`src/rtl/bmi_pkg.sv`:
```
// ---------------------------------------------------------------------------
// bmi_pkg: shared types and constants for the modular inverse block
// Holds the default operand width, port widths, status codes and payloads.
// ---------------------------------------------------------------------------
package bmi_pkg;

    localparam int DEFAULT_WIDTH = 64;
    localparam int FIELD_W       = 64;
    localparam int STATUS_W      = 2;

    typedef enum logic [STATUS_W-1:0] {
        ST_OK      = 2'd0,
        ST_ZERO    = 2'd1,
        ST_NOT_COP = 2'd2
    } status_t;

    typedef struct packed {
        logic [FIELD_W-1:0] value;
        logic [FIELD_W-1:0] modulus;
    } operands_t;

    typedef struct packed {
        logic [FIELD_W-1:0] inverse;
        status_t            status;
    } inverse_t;

endpackage

```
`src/rtl/bmi_reduce.sv`:
```
// ---------------------------------------------------------------------------
// bmi_reduce: restoring remainder unit
// Computes a mod m one quotient bit per cycle.
// ---------------------------------------------------------------------------
module bmi_reduce
    import bmi_pkg::*;
#(
    parameter int WIDTH = DEFAULT_WIDTH
)
(
    input  logic             clk,
    input  logic             rst_n,
    input  logic             start,
    input  logic [WIDTH-1:0] num,
    input  logic [WIDTH-1:0] den,
    output logic             done,
    output logic [WIDTH-1:0] rem
);
    localparam int CW = $clog2(WIDTH + 1);

    logic [WIDTH-1:0] rem_reg, quo_reg, den_reg;
    logic [CW-1:0]    cnt_reg;
    logic             busy_reg;
    logic [WIDTH:0]   trial;
    logic [WIDTH:0]   diff;

    assign trial = {rem_reg, quo_reg[WIDTH-1]};
    assign diff  = trial - {1'b0, den_reg};

    always_ff @(posedge clk or negedge rst_n)
    begin
        if (!rst_n)
        begin
            busy_reg <= 1'b0;
            done     <= 1'b0;
            cnt_reg  <= '0;
        end
        else
        begin
            done <= 1'b0;
            if (start)
            begin
                busy_reg <= 1'b1;
                cnt_reg  <= CW'(WIDTH);
                rem_reg  <= '0;
                quo_reg  <= num;
                den_reg  <= den;
            end
            else if (busy_reg)
            begin
                quo_reg <= quo_reg << 1;
                if (!diff[WIDTH])
                    rem_reg <= diff[WIDTH-1:0];
                else
                    rem_reg <= trial[WIDTH-1:0];
                cnt_reg <= cnt_reg - 1'b1;
                if (cnt_reg == CW'(1))
                begin
                    busy_reg <= 1'b0;
                    done     <= 1'b1;
                end
            end
        end
    end

    assign rem = rem_reg;
endmodule

```
`config.mk`:
```
export PLATFORM = sky130hd
export DESIGN_NAME = bmi_reduce
export DESIGN_NICKNAME = d
export VERILOG_FILES = /design/src/rtl/bmi_pkg.sv /design/src/rtl/bmi_reduce.sv
export SDC_FILE = /design/constraint.sdc
export NUM_CORES = 1
export LEC_CHECK = 0
export BUFFER_PORTS_ARGS = -buffer_cell sky130_fd_sc_hd__clkbuf_2
export CAP_MARGIN = 20
export CORE_UTILIZATION = 45
export DETAILED_ROUTE_END_ITERATION = 7
export PLACE_DENSITY = 0.66
export SYNTH_ARGS = -nofsm -noshare
export SYNTH_HDL_FRONTEND = slang
export SYNTH_SLANG_ARGS = --single-unit
```
`constraint.sdc`:
```
create_clock -name clk -period 4.7 [get_ports clk]
set_clock_uncertainty 0.15 [all_clocks]
set_input_delay 0.47 -clock clk [delete_from_list [all_inputs] [get_ports clk]]
set_output_delay 0.47 -clock clk [all_outputs]
set_load 0.05 [all_outputs]
```
; Word-level counts from Yosys, hierarchy flattened
; Index checks and enable logic that the tools add are counted.
; Widths: inputs -> output; s select.
[word_totals]
inputBits = 131
output_inout_bits = 65
register_bits = 201
word_cells = 24
[classes]
n_eq_ne = 1
n_addsub = 2
mux = 12
n_reduce_logical = 3
[op_table]
columns = cell, count
row1 = $mux 64, 4
row2 = $sub 65x64->65, 1
row3 = $mux 7, 2
row4 = $eq 7x1->1 const B, 1
row5 = $sub 7x1->7 const B, 1
row6 = $mux 1, 6
row7 = $reduce_and 2->1, 2
row8 = $reduce_bool 2->1, 1

; Logic depth before layout (Yosys ltp)
; Gate-level depths: netlist of the first run.
[depth]
depth_word = 4
ltp_mapped = 14
mapped_depth_nobuf = 13

; Worst setup path before layout of the first run
; No wires, ideal clock.
[synth_timing]
path_type = input to register
start = input port start
end = register quo_reg[0] (enable)
required_ns = 4.057
setup_time_ns = 0.493
stages = 3
n_path_buf = 1
slack_ns = 0.332
t_arrival_ns = 3.725
cell_sequence = clkbuf_1 nor2_1 nor2b_1
[synth_via]
elab_chain_cells = 2
[synth_rtl]
columns = element, line_no
row1 = start: declaration, bmi_reduce.sv:13  ; input logic start,
row2 = $reduce_bool 2->1 (no line), n/a
row3 = $reduce_and 2->1 (no line), n/a
row4 = end signal: assignment, bmi_reduce.sv:46  ; quo_reg <= num;
row5 = end signal: assignment, bmi_reduce.sv:51  ; quo_reg <= quo_reg << 1;
row6 = end: declaration, bmi_reduce.sv:21  ; logic [WIDTH-1:0] rem_reg, quo_reg, den_reg;
; No other way between the ends.
; A chain may end at the register's enable or synchronous reset.

; Worst setup path in the final report of the first run
[layout_timing]
start = register den_reg[0]
end = register rem_reg[62] (netlist: rem[62]), data pin
[layout_via]
elab_chain_cells = 3
[layout_rtl]
columns = element, line_no
row1 = start: declaration, bmi_reduce.sv:21
row2 = start signal: assignment, bmi_reduce.sv:47  ; den_reg <= den;
row3 = $sub 65x64->65, bmi_reduce.sv:28  ; assign diff = trial - {1'b0, den_reg};
row4 = $mux 64, bmi_reduce.sv:52  ; if (!diff[WIDTH])
row5 = $mux 64, bmi_reduce.sv:49  ; else if (busy_reg)
row6 = end signal: assignment, bmi_reduce.sv:53  ; rem_reg <= diff[WIDTH-1:0];
row7 = end signal: assignment, bmi_reduce.sv:55  ; rem_reg <= trial[WIDTH-1:0];
row8 = end: declaration, bmi_reduce.sv:21
; No other way between the ends.

==> metrics.md, run 1 <==
| Metric | Value |
|---|---|
| Height of the die | 171 um |
| Worst Path Max Fanout | 12 |
| Antenna viol nets, final | 0 |
| Clock slew at reported path FFs | 60 ps |
| Simple-gate share of the synthesized area | 12.3% |
| Drc violations | 0 |
| CTS Buffer Depth | 3 |
| Io pins | 196 |
| Hold Worst Slack | 63.3 ps |
| Antenna cell count | 0 |
| Grt met3 use | 5.53% |
| Mean area per synthesized cell | 10.4 um2 |
| Num CTS Buffers | 24 |
| Ys flop type | edfxtp_1 |
| First-pass GRT wire length | 52000 um |
| Post-synthesis mux area share | 8.15% |
| R2R Setup Slk | 640 ps |
| Cells after synthesis | 1236 |
| Vias in the first global route | 10200 |
| Total number of vias | 10300 |
| Core box area | 27900 um2 |
| Compound-Gate Fraction of Synth Area | 17.7% |
| Critical path type | register to register |
| Die width | 171 um |
| Synthesized Nets | 1434 |
| Yosys reg bits | 201 |
| Hold Vio Cnt, Final | 0 |
| RePlAce Congestion | 0.898 |
| Worst slew pin tran | 924 ps |
| Kind of end point of the critical path | register |
| Largest family of logic cells by synthesized area | compound AO/OA/AOI/OAI gates |
| VDD IR max | 0.259 mV |
| Startpoint Class | register |
| Total GRT Usage | 22.4% |
| Total gr overflow | 0 |
| Synth area leader | edfxtp_1 |
| GRT busiest layer | met2 |
| Max-cap violations | 0 |
| Critical Path RT | 4960 ps |
| Final setup violation count | 0 |
| Slew headroom | 38.4% |
| Fin. max-slew vios | 0 |
| DR WL/cell | 17.5 um |
| Clock root cell | clkbuf_16 |
| Initial DRT Pass Iterations | 5 |
| Ratio of cells with drive above 1 in the final layout | 22.9% |
| Clk Latency, worst-skew pair | 540 ps |
| DRT Wirelength | 32600 um |
| Starting Density | 46.0% |
| Final min period | 4060 ps |
| Yosys cell types | 85 |
| Footprint of the multi-input gates | 6210 um2 |
| Port Buffers | 195 |
| Synth warnings | 0 |
| Flip-flop and latch area | 5990 um2 |
| Largest net degree at the start of global routing | 90 |
| H-tree depth | 1 |
| Worst hold endpoint | quo_reg[0]$_SDFFCE_PN0P_ |
| Final core utilization | 55.5% |
| Met1 GRT Util | 29.3% |
| Power Density | 488 nW/um2 |
| Leakage | 6.59 nW |
| Hold-critical path depth | 2 |
| Cts repair resizes | 0 |
| DRT iter0 DRCs | 629 |
| Sequential fraction of the synthesis area | 46.6% |
| Setup TNS | 0 ps |
| Post-synthesis async set-or-reset flop share | 4.48% |
| Total clock sinks | 201 |
| GR Util met2 | 36.3% |
| Post-Synth XOR/XNOR Area | 3.48% |
| R2r endpoint | rem[62]$_SDFFCE_PP0P_ |
| Reg-to-reg startpoint | den_reg[0]$_DFFE_PP_ |
| Die area | 29200 um2 |
| RSZ-0062 raised after global routing | false |
| Antenna violations before repair | 0 |
| Vias/cell | 5.49 |
| CTS tree | yes |
| Status | finished, final reports clean |
| Adder-Cell Fraction of Synth Area | 6.58% |
| Mapped cell area | 12800 um2 |
| Area growth, synth to finish | 20.6% |
| Dpl hpwl | 23100 um |
| Number of enable flip-flop cells after synthesis | 192 |
| Arrival time worst endpoint | 4320 ps |
| Final nets | 1674 |
| Hold Crit Class | primary input to register |
| # rows | 61 |
| Hold path startpoint | num[0] |
| Highest clock rate | 0.246 GHz |
| Final period util | 86.3% |
| Dominant cells by area after synthesis | edfxtp_1, ha_1, mux2_2, a21oi_1, nor2_1 |
| R2R depth | 12 |
| Total of fill cells in the finished design | 2558 |
| Yosys top cell area share | 44.9% |
through the flow:
| step | worst slack (ps) | std cells | cell area (um2) | total power, mW |
|---|---|---|---|---|
| after floorplan | 332 | 1236 | 12800 | 5.00 |
| after global placement | 701 | 1764 | 14100 | 5.71 |
| after detailed placement | 650 | 1764 | 14100 | 5.75 |
| after CTS | 633 | 1867 | 15500 | 7.60 |
| after global routing | 339 | 1867 | 15500 | 8.02 |
| final | 643 | 1867 | 15500 | 7.57 |
cells in the mapped netlist (6+ instances only):
| cell | n |
|---|---|
| nor4_1 | 9 |
| nor2_1 | 139 |
| o31ai_1 | 6 |
| o211ai_1 | 6 |
| nand2b_1 | 8 |
| xnor2_1 | 27 |
| o21bai_1 | 16 |
| and3_1 | 7 |
| nand3_1 | 14 |
| clkbuf_1 | 34 |
| xor2_1 | 24 |
| buf_4 | 8 |
| mux2_2 | 64 |
| mux2i_1 | 27 |
| ha_1 | 66 |
| nor3_1 | 25 |
| nor2b_1 | 7 |
| or3_1 | 6 |
| a211oi_1 | 49 |
| a21o_2 | 6 |
| dfrtp_1 | 9 |
| o21a_1 | 10 |
| a21oi_1 | 115 |
| buf_2 | 8 |
| nand2_1 | 69 |
| edfxtp_1 | 192 |
| o21ai_0 | 34 |
| nand4_1 | 16 |
| a21o_1 | 33 |
| o21ai_1 | 7 |
| inv_1 | 92 |
metal layers:
layer / up-vias / part of all wire (%)
li1: 5060 / -
met3: 48 / 7.6
met2: 305 / 45
met5: - / 0
met1: 4841 / 45
met4: 0 / 2.4
worst max-delay path, cell delays in order, from the launching register on:
cell	delay [ps]
edfxtp_1	370
ha_1	220
fa_1	370
and2b_1	240
o211ai_1	130
a31oi_2	320
o21a_1	230
o2111ai_1	270
a21oi_1	320
o211ai_4	250
or2_1	400
a2111oi_0	470
a21o_1	190
report_power, final:
part	internal, mW	switching [mW]
Combinational	1.24	2.05
Clock	1.04	0.745
Sequential	2.29	0.207
kinds of logic after synthesis:
| logic type | after synthesis |
|---|---|
| and+or+nand+nor | 332 |
| AOI/OAI and AO/OA | 338 |
| muxes | 96 |
| adders and majority gates | 67 |
| DFF | 201 |
| xor gates and xnor gates | 51 |
| buffers and inverters | 151 |
cell usage in the layout (no fill, tap or decap), drive strengths merged, types with 5 or more instances in the layout:
cell type,count
edfxtp,192
and2,6
buf,16
mux2i,27
or3,6
a21o,39
nand3,15
a211oi,50
a2111oi,5
and3,8
nor3,25
inv,92
dlygate4sd3,64
o21a,10
clkinv,5
xor2,24
nand2b,8
nor2,139
clkbuf,224
dfrtp,9
or4,5
nor4,10
nor2b,7
mux2,69
o21bai,16
a32oi,5
a21oi,116
o31ai,6
ha,66
nand4,16
o211ai,8
nand2,73
xnor2,27
a31oi,7
o21ai,42
what timing repair did:
action                     4_1_cts  5_1_grt
hold buffers                    64        0
setup buffers                    0        0
setup endpoints to repair        0        0
hold endpoints to repair        64        0
how the worst max path moves through the flow:
stage	start	to	slack [ps]	depth (start not counted)
2_1_floorplan	start	quo_reg[0]$_SDFFCE_PN0P_	330	3
3_3_place_gp	quo_reg[63]$_DFFE_PP_	rem[16]$_SDFFCE_PP0P_	700	14
3_5_place_dp	rem[1]$_SDFFCE_PP0P_	rem[41]$_SDFFCE_PP0P_	650	12
4_1_cts	quo_reg[63]$_DFFE_PP_	rem[21]$_SDFFCE_PP0P_	630	14
5_1_grt	quo_reg[63]$_DFFE_PP_	rem[21]$_SDFFCE_PP0P_	340	14
6_report	den_reg[0]$_DFFE_PP_	rem[62]$_SDFFCE_PP0P_	640	12
layout make-up:
class / instances / area share [%]
multi-input cells: 884 / 40.1
flip-flops and latches: 201 / 38.7
repair buffers: 273 / 11.3
clock buffers: 31 / 4.04
well taps: 378 / 3.05
inverters: 92 / 2.23
clock inverters: 8 / 0.654
No activity file was read; power rests on OpenSTA's default activity.
==> run 2, diff against run 1 <==
MAX_ROUTING_LAYER = met4   (was not set)
SETUP_SLACK_MARGIN = 0.05   (was not set)
==> run 2 against run 1 <==
Net effect:
- clock power decreased by 2%
- global-route usage increased by 0.69 points
- worst setup slack improved by 20 ps
- design area about the same
- first-iteration DRC count decreased by 15%
- utilization about the same
- total power decreased by 0.63%
- register-to-register slack improved by 20 ps
- via count decreased by 0.59%
- critical path type unchanged
==> metrics.md, run 2 (synthesis results as in run 1) <==
| Metric | Value |
|---|---|
| Num CTS Buffers | 24 (unchanged) |
| Hold Vio Cnt, Final | 0 (unchanged) |
| Logic pwr share | 43.6% (was 43.4%) |
| Setup TNS | 0 ps (unchanged) |
| Footprint of the multi-input gates | 6210 um2 (unchanged) |
| Vias/cell | 5.46 (was 5.49) |
| Cts repair resizes | 0 (unchanged) |
| Highest clock rate | 0.248 GHz (was 0.246 GHz) |
| CTS Buffer Depth | 3 (unchanged) |
| First-pass GRT wire length | 51700 um (was 52000 um) |
| Switching power | 2.97 mW (was 3.00 mW) |
| Bufs and invs on worst path | 2 (was 0) |
| Antenna cell count | 0 (unchanged) |
| Worst slew pin tran | 996 ps (was 924 ps) |
| Slowest cell delay on critical path | 560 ps (was 470 ps) |
| Startpoint Class | register (unchanged) |
| Total of fill cells in the finished design | 2550 (was 2558) |
| Power Density | 486 nW/um2 (was 488 nW/um2) |
| Starting Density | 46.0% (unchanged) |
| Internal power | 4.55 mW (was 4.57 mW) |
| RSZ-0062 raised after global routing | false (unchanged) |
| VDD IR max | 0.270 mV (was 0.259 mV) |
| Ratio of cells with drive above 1 in the final layout | 23.0% (was 22.9%) |
| Leakage | 6.59 nW (about the same) |
| Clock slew at reported path FFs | 60 ps (about the same) |
| Final period util | 85.9% (was 86.3%) |
| RePlAce Congestion | 0.917 (was 0.898) |
| Clock power share | 23.3% (was 23.6%) |
| Largest net degree at the start of global routing | 115 (was 90) |
| Critical path type | register to register (unchanged) |
| Max-cap violations | 0 (unchanged) |
| Final min period | 4040 ps (was 4060 ps) |
| Worst Path Max Fanout | 25 (was 12) |
| Kind of end point of the critical path | register (unchanged) |
| CTS tree | yes (unchanged) |
| Slew headroom | 33.6% (was 38.4%) |
| H-tree depth | 1 (unchanged) |
| DR WL/cell | 17.4 um (was 17.5 um) |
| Dpl hpwl | 23000 um (was 23100 um) |
| DP Worst Slack | 614 ps (was 650 ps) |
| Status | finished, final reports clean (unchanged) |
| Port Buffers | 195 (unchanged) |
| Commonest non-fill, non-tap cells in the layout | clkbuf_2, edfxtp_1, nor2_1, a21oi_1, inv_1 (unchanged) |
| Clk Latency, worst-skew pair | 530 ps (was 540 ps) |
| Setup ws final | 663 ps (was 643 ps) |
| Die width | 171 um (unchanged) |
| # rows | 61 (unchanged) |
| Area growth, synth to finish | 20.6% (about the same) |
| Total gr overflow | 0 (unchanged) |
| Initial DRT Pass Iterations | 5 (unchanged) |
| Antenna violations before repair | 0 (unchanged) |
| Arrival time worst endpoint | 4140 ps (was 4320 ps) |
| Flip-flop and latch area | 5990 um2 (unchanged) |
| Critical Path RT | 4800 ps (was 4960 ps) |
| Io pins | 196 (unchanged) |
| DRT Wirelength | 32400 um (was 32600 um) |
| Total clock sinks | 201 (unchanged) |
| Critical path cell sequence | inv_1, ha_1, fa_1, and2b_1, o211ai_1, a31oi_2, o21a_1, o2111ai_1, a21oi_1, o211ai_4, buf_12, mux2_1, mux2i_1, nor2_1 (was ha_1, fa_1, and2b_1, o211ai_1, a31oi_2, o21a_1, o2111ai_1, a21oi_1, o211ai_4, or2_1, a2111oi_0, a21o_1) |
| Core box area | 27900 um2 (unchanged) |
| Vias in the first global route | 10200 (about the same) |
| Design Power | 7.52 mW (was 7.57 mW) |
| DRT iter0 DRCs | 532 (was 629) |
| Clock root cell | clkbuf_16 (unchanged) |
| Power share of the sequential group | 33.2% (was 33.0%) |
| Total number of vias | 10200 (was 10300) |
| Fin. max-slew vios | 0 (unchanged) |
| Drc violations | 0 (unchanged) |
| Antenna viol nets, final | 0 (unchanged) |
| Worst-path cell with the longest stage delay | o211ai_4 (was a2111oi_0) |
| Hold Crit Class | primary input to register (unchanged) |
| Die area | 29200 um2 (unchanged) |
| Final nets | 1672 (was 1674) |
| Sw Ratio | 39.5% (was 39.6%) |
| Final setup violation count | 0 (unchanged) |
| Total GRT Usage | 23.1% (was 22.4%) |
| Height of the die | 171 um (unchanged) |
| Worst path top cell family by delay | compound AO/OA/AOI/OAI gates (unchanged) |
| Most common cell after layout, fill and taps aside | clkbuf_2 (unchanged) |
[run 2: power groups by stage]
stage | clock network (mW) | registers [mW] | logic [mW]
after floorplan | 0 | 2.90 | 2.10
after global placement | 0 | 2.52 | 3.20
after detailed placement | 0 | 2.53 | 3.22
after CTS | 1.79 | 2.50 | 3.28
after global routing | 1.85 | 2.53 | 3.61
final | 1.75 | 2.49 | 3.28
[run 2: what timing repair did]
item	CTS	global route
hold buffers	64	0
hold endpoints to repair	64	0
setup buffers	0	0
[run 2: per-layer routing]
layer / GRT usage (%) / wire length (um)
met1: 29.4 / 14700
met2: 36.4 / 14500
met3: 4.90 / 2160
met4: 7.80 / 1060
met5: - / 0
[run 2: final cells by class]
type / instances / share of cell area [%]
Multi-Input combinational cell: 884 / 40.1
Sequential cell: 201 / 38.7
Timing Repair Buffer: 271 / 11.3
Clock buffer: 30 / 4.16
Tap cell: 378 / 3.05
Inverter: 92 / 2.23
Clock inverter: 11 / 0.533
[run 2: worst reg2reg max path: stages (launching register included)]
cell	delay, ps
edfxtp_1	350
inv_1	80
ha_1	190
fa_1	180
and2b_1	200
o211ai_1	250
a31oi_2	180
o21a_1	240
o2111ai_1	420
a21oi_1	190
o211ai_4	560
buf_12	250
mux2_1	340
mux2i_1	140
nor2_1	50
[run 2: final timing paths]
| path | from | to | slack (ps) | depth (start not counted) |
|---|---|---|---|---|
| max in group asynchronous | rst_n | busy_reg$_DFF_PN0_ | 3280 | 2 |
| max reg2reg | quo_reg[63]$_DFFE_PP_ | rem[21]$_SDFFCE_PP0P_ | 660 | 14 |
| min in group asynchronous | rst_n | busy_reg$_DFF_PN0_ | 510 | 2 |
| max | quo_reg[63]$_DFFE_PP_ | rem[21]$_SDFFCE_PP0P_ | 660 | 14 |
| min reg2reg | cnt_reg[6]$_DFFE_PN0N_ | cnt_reg[6]$_DFFE_PN0N_ | 370 | 2 |
| min | num[0] | quo_reg[0]$_SDFFCE_PN0P_ | 80 | 2 |
[run 2: through the flow]
| stage | instance area [um2] | instances | hold slack, ps | util, % |
|---|---|---|---|---|
| 3_3_place_gp | 14100 | 1762 | 353 | 50.6 |
| 3_5_place_dp | 14100 | 1762 | 352 | 50.6 |
| 5_1_grt | 15500 | 1867 | 75.4 | 55.5 |
| 2_1_floorplan | 12800 | 1236 | 24.4 | - |
| 6_report | 15500 | 1867 | 76.4 | 55.5 |
| 4_1_cts | 15500 | 1867 | 58.7 | 55.5 |
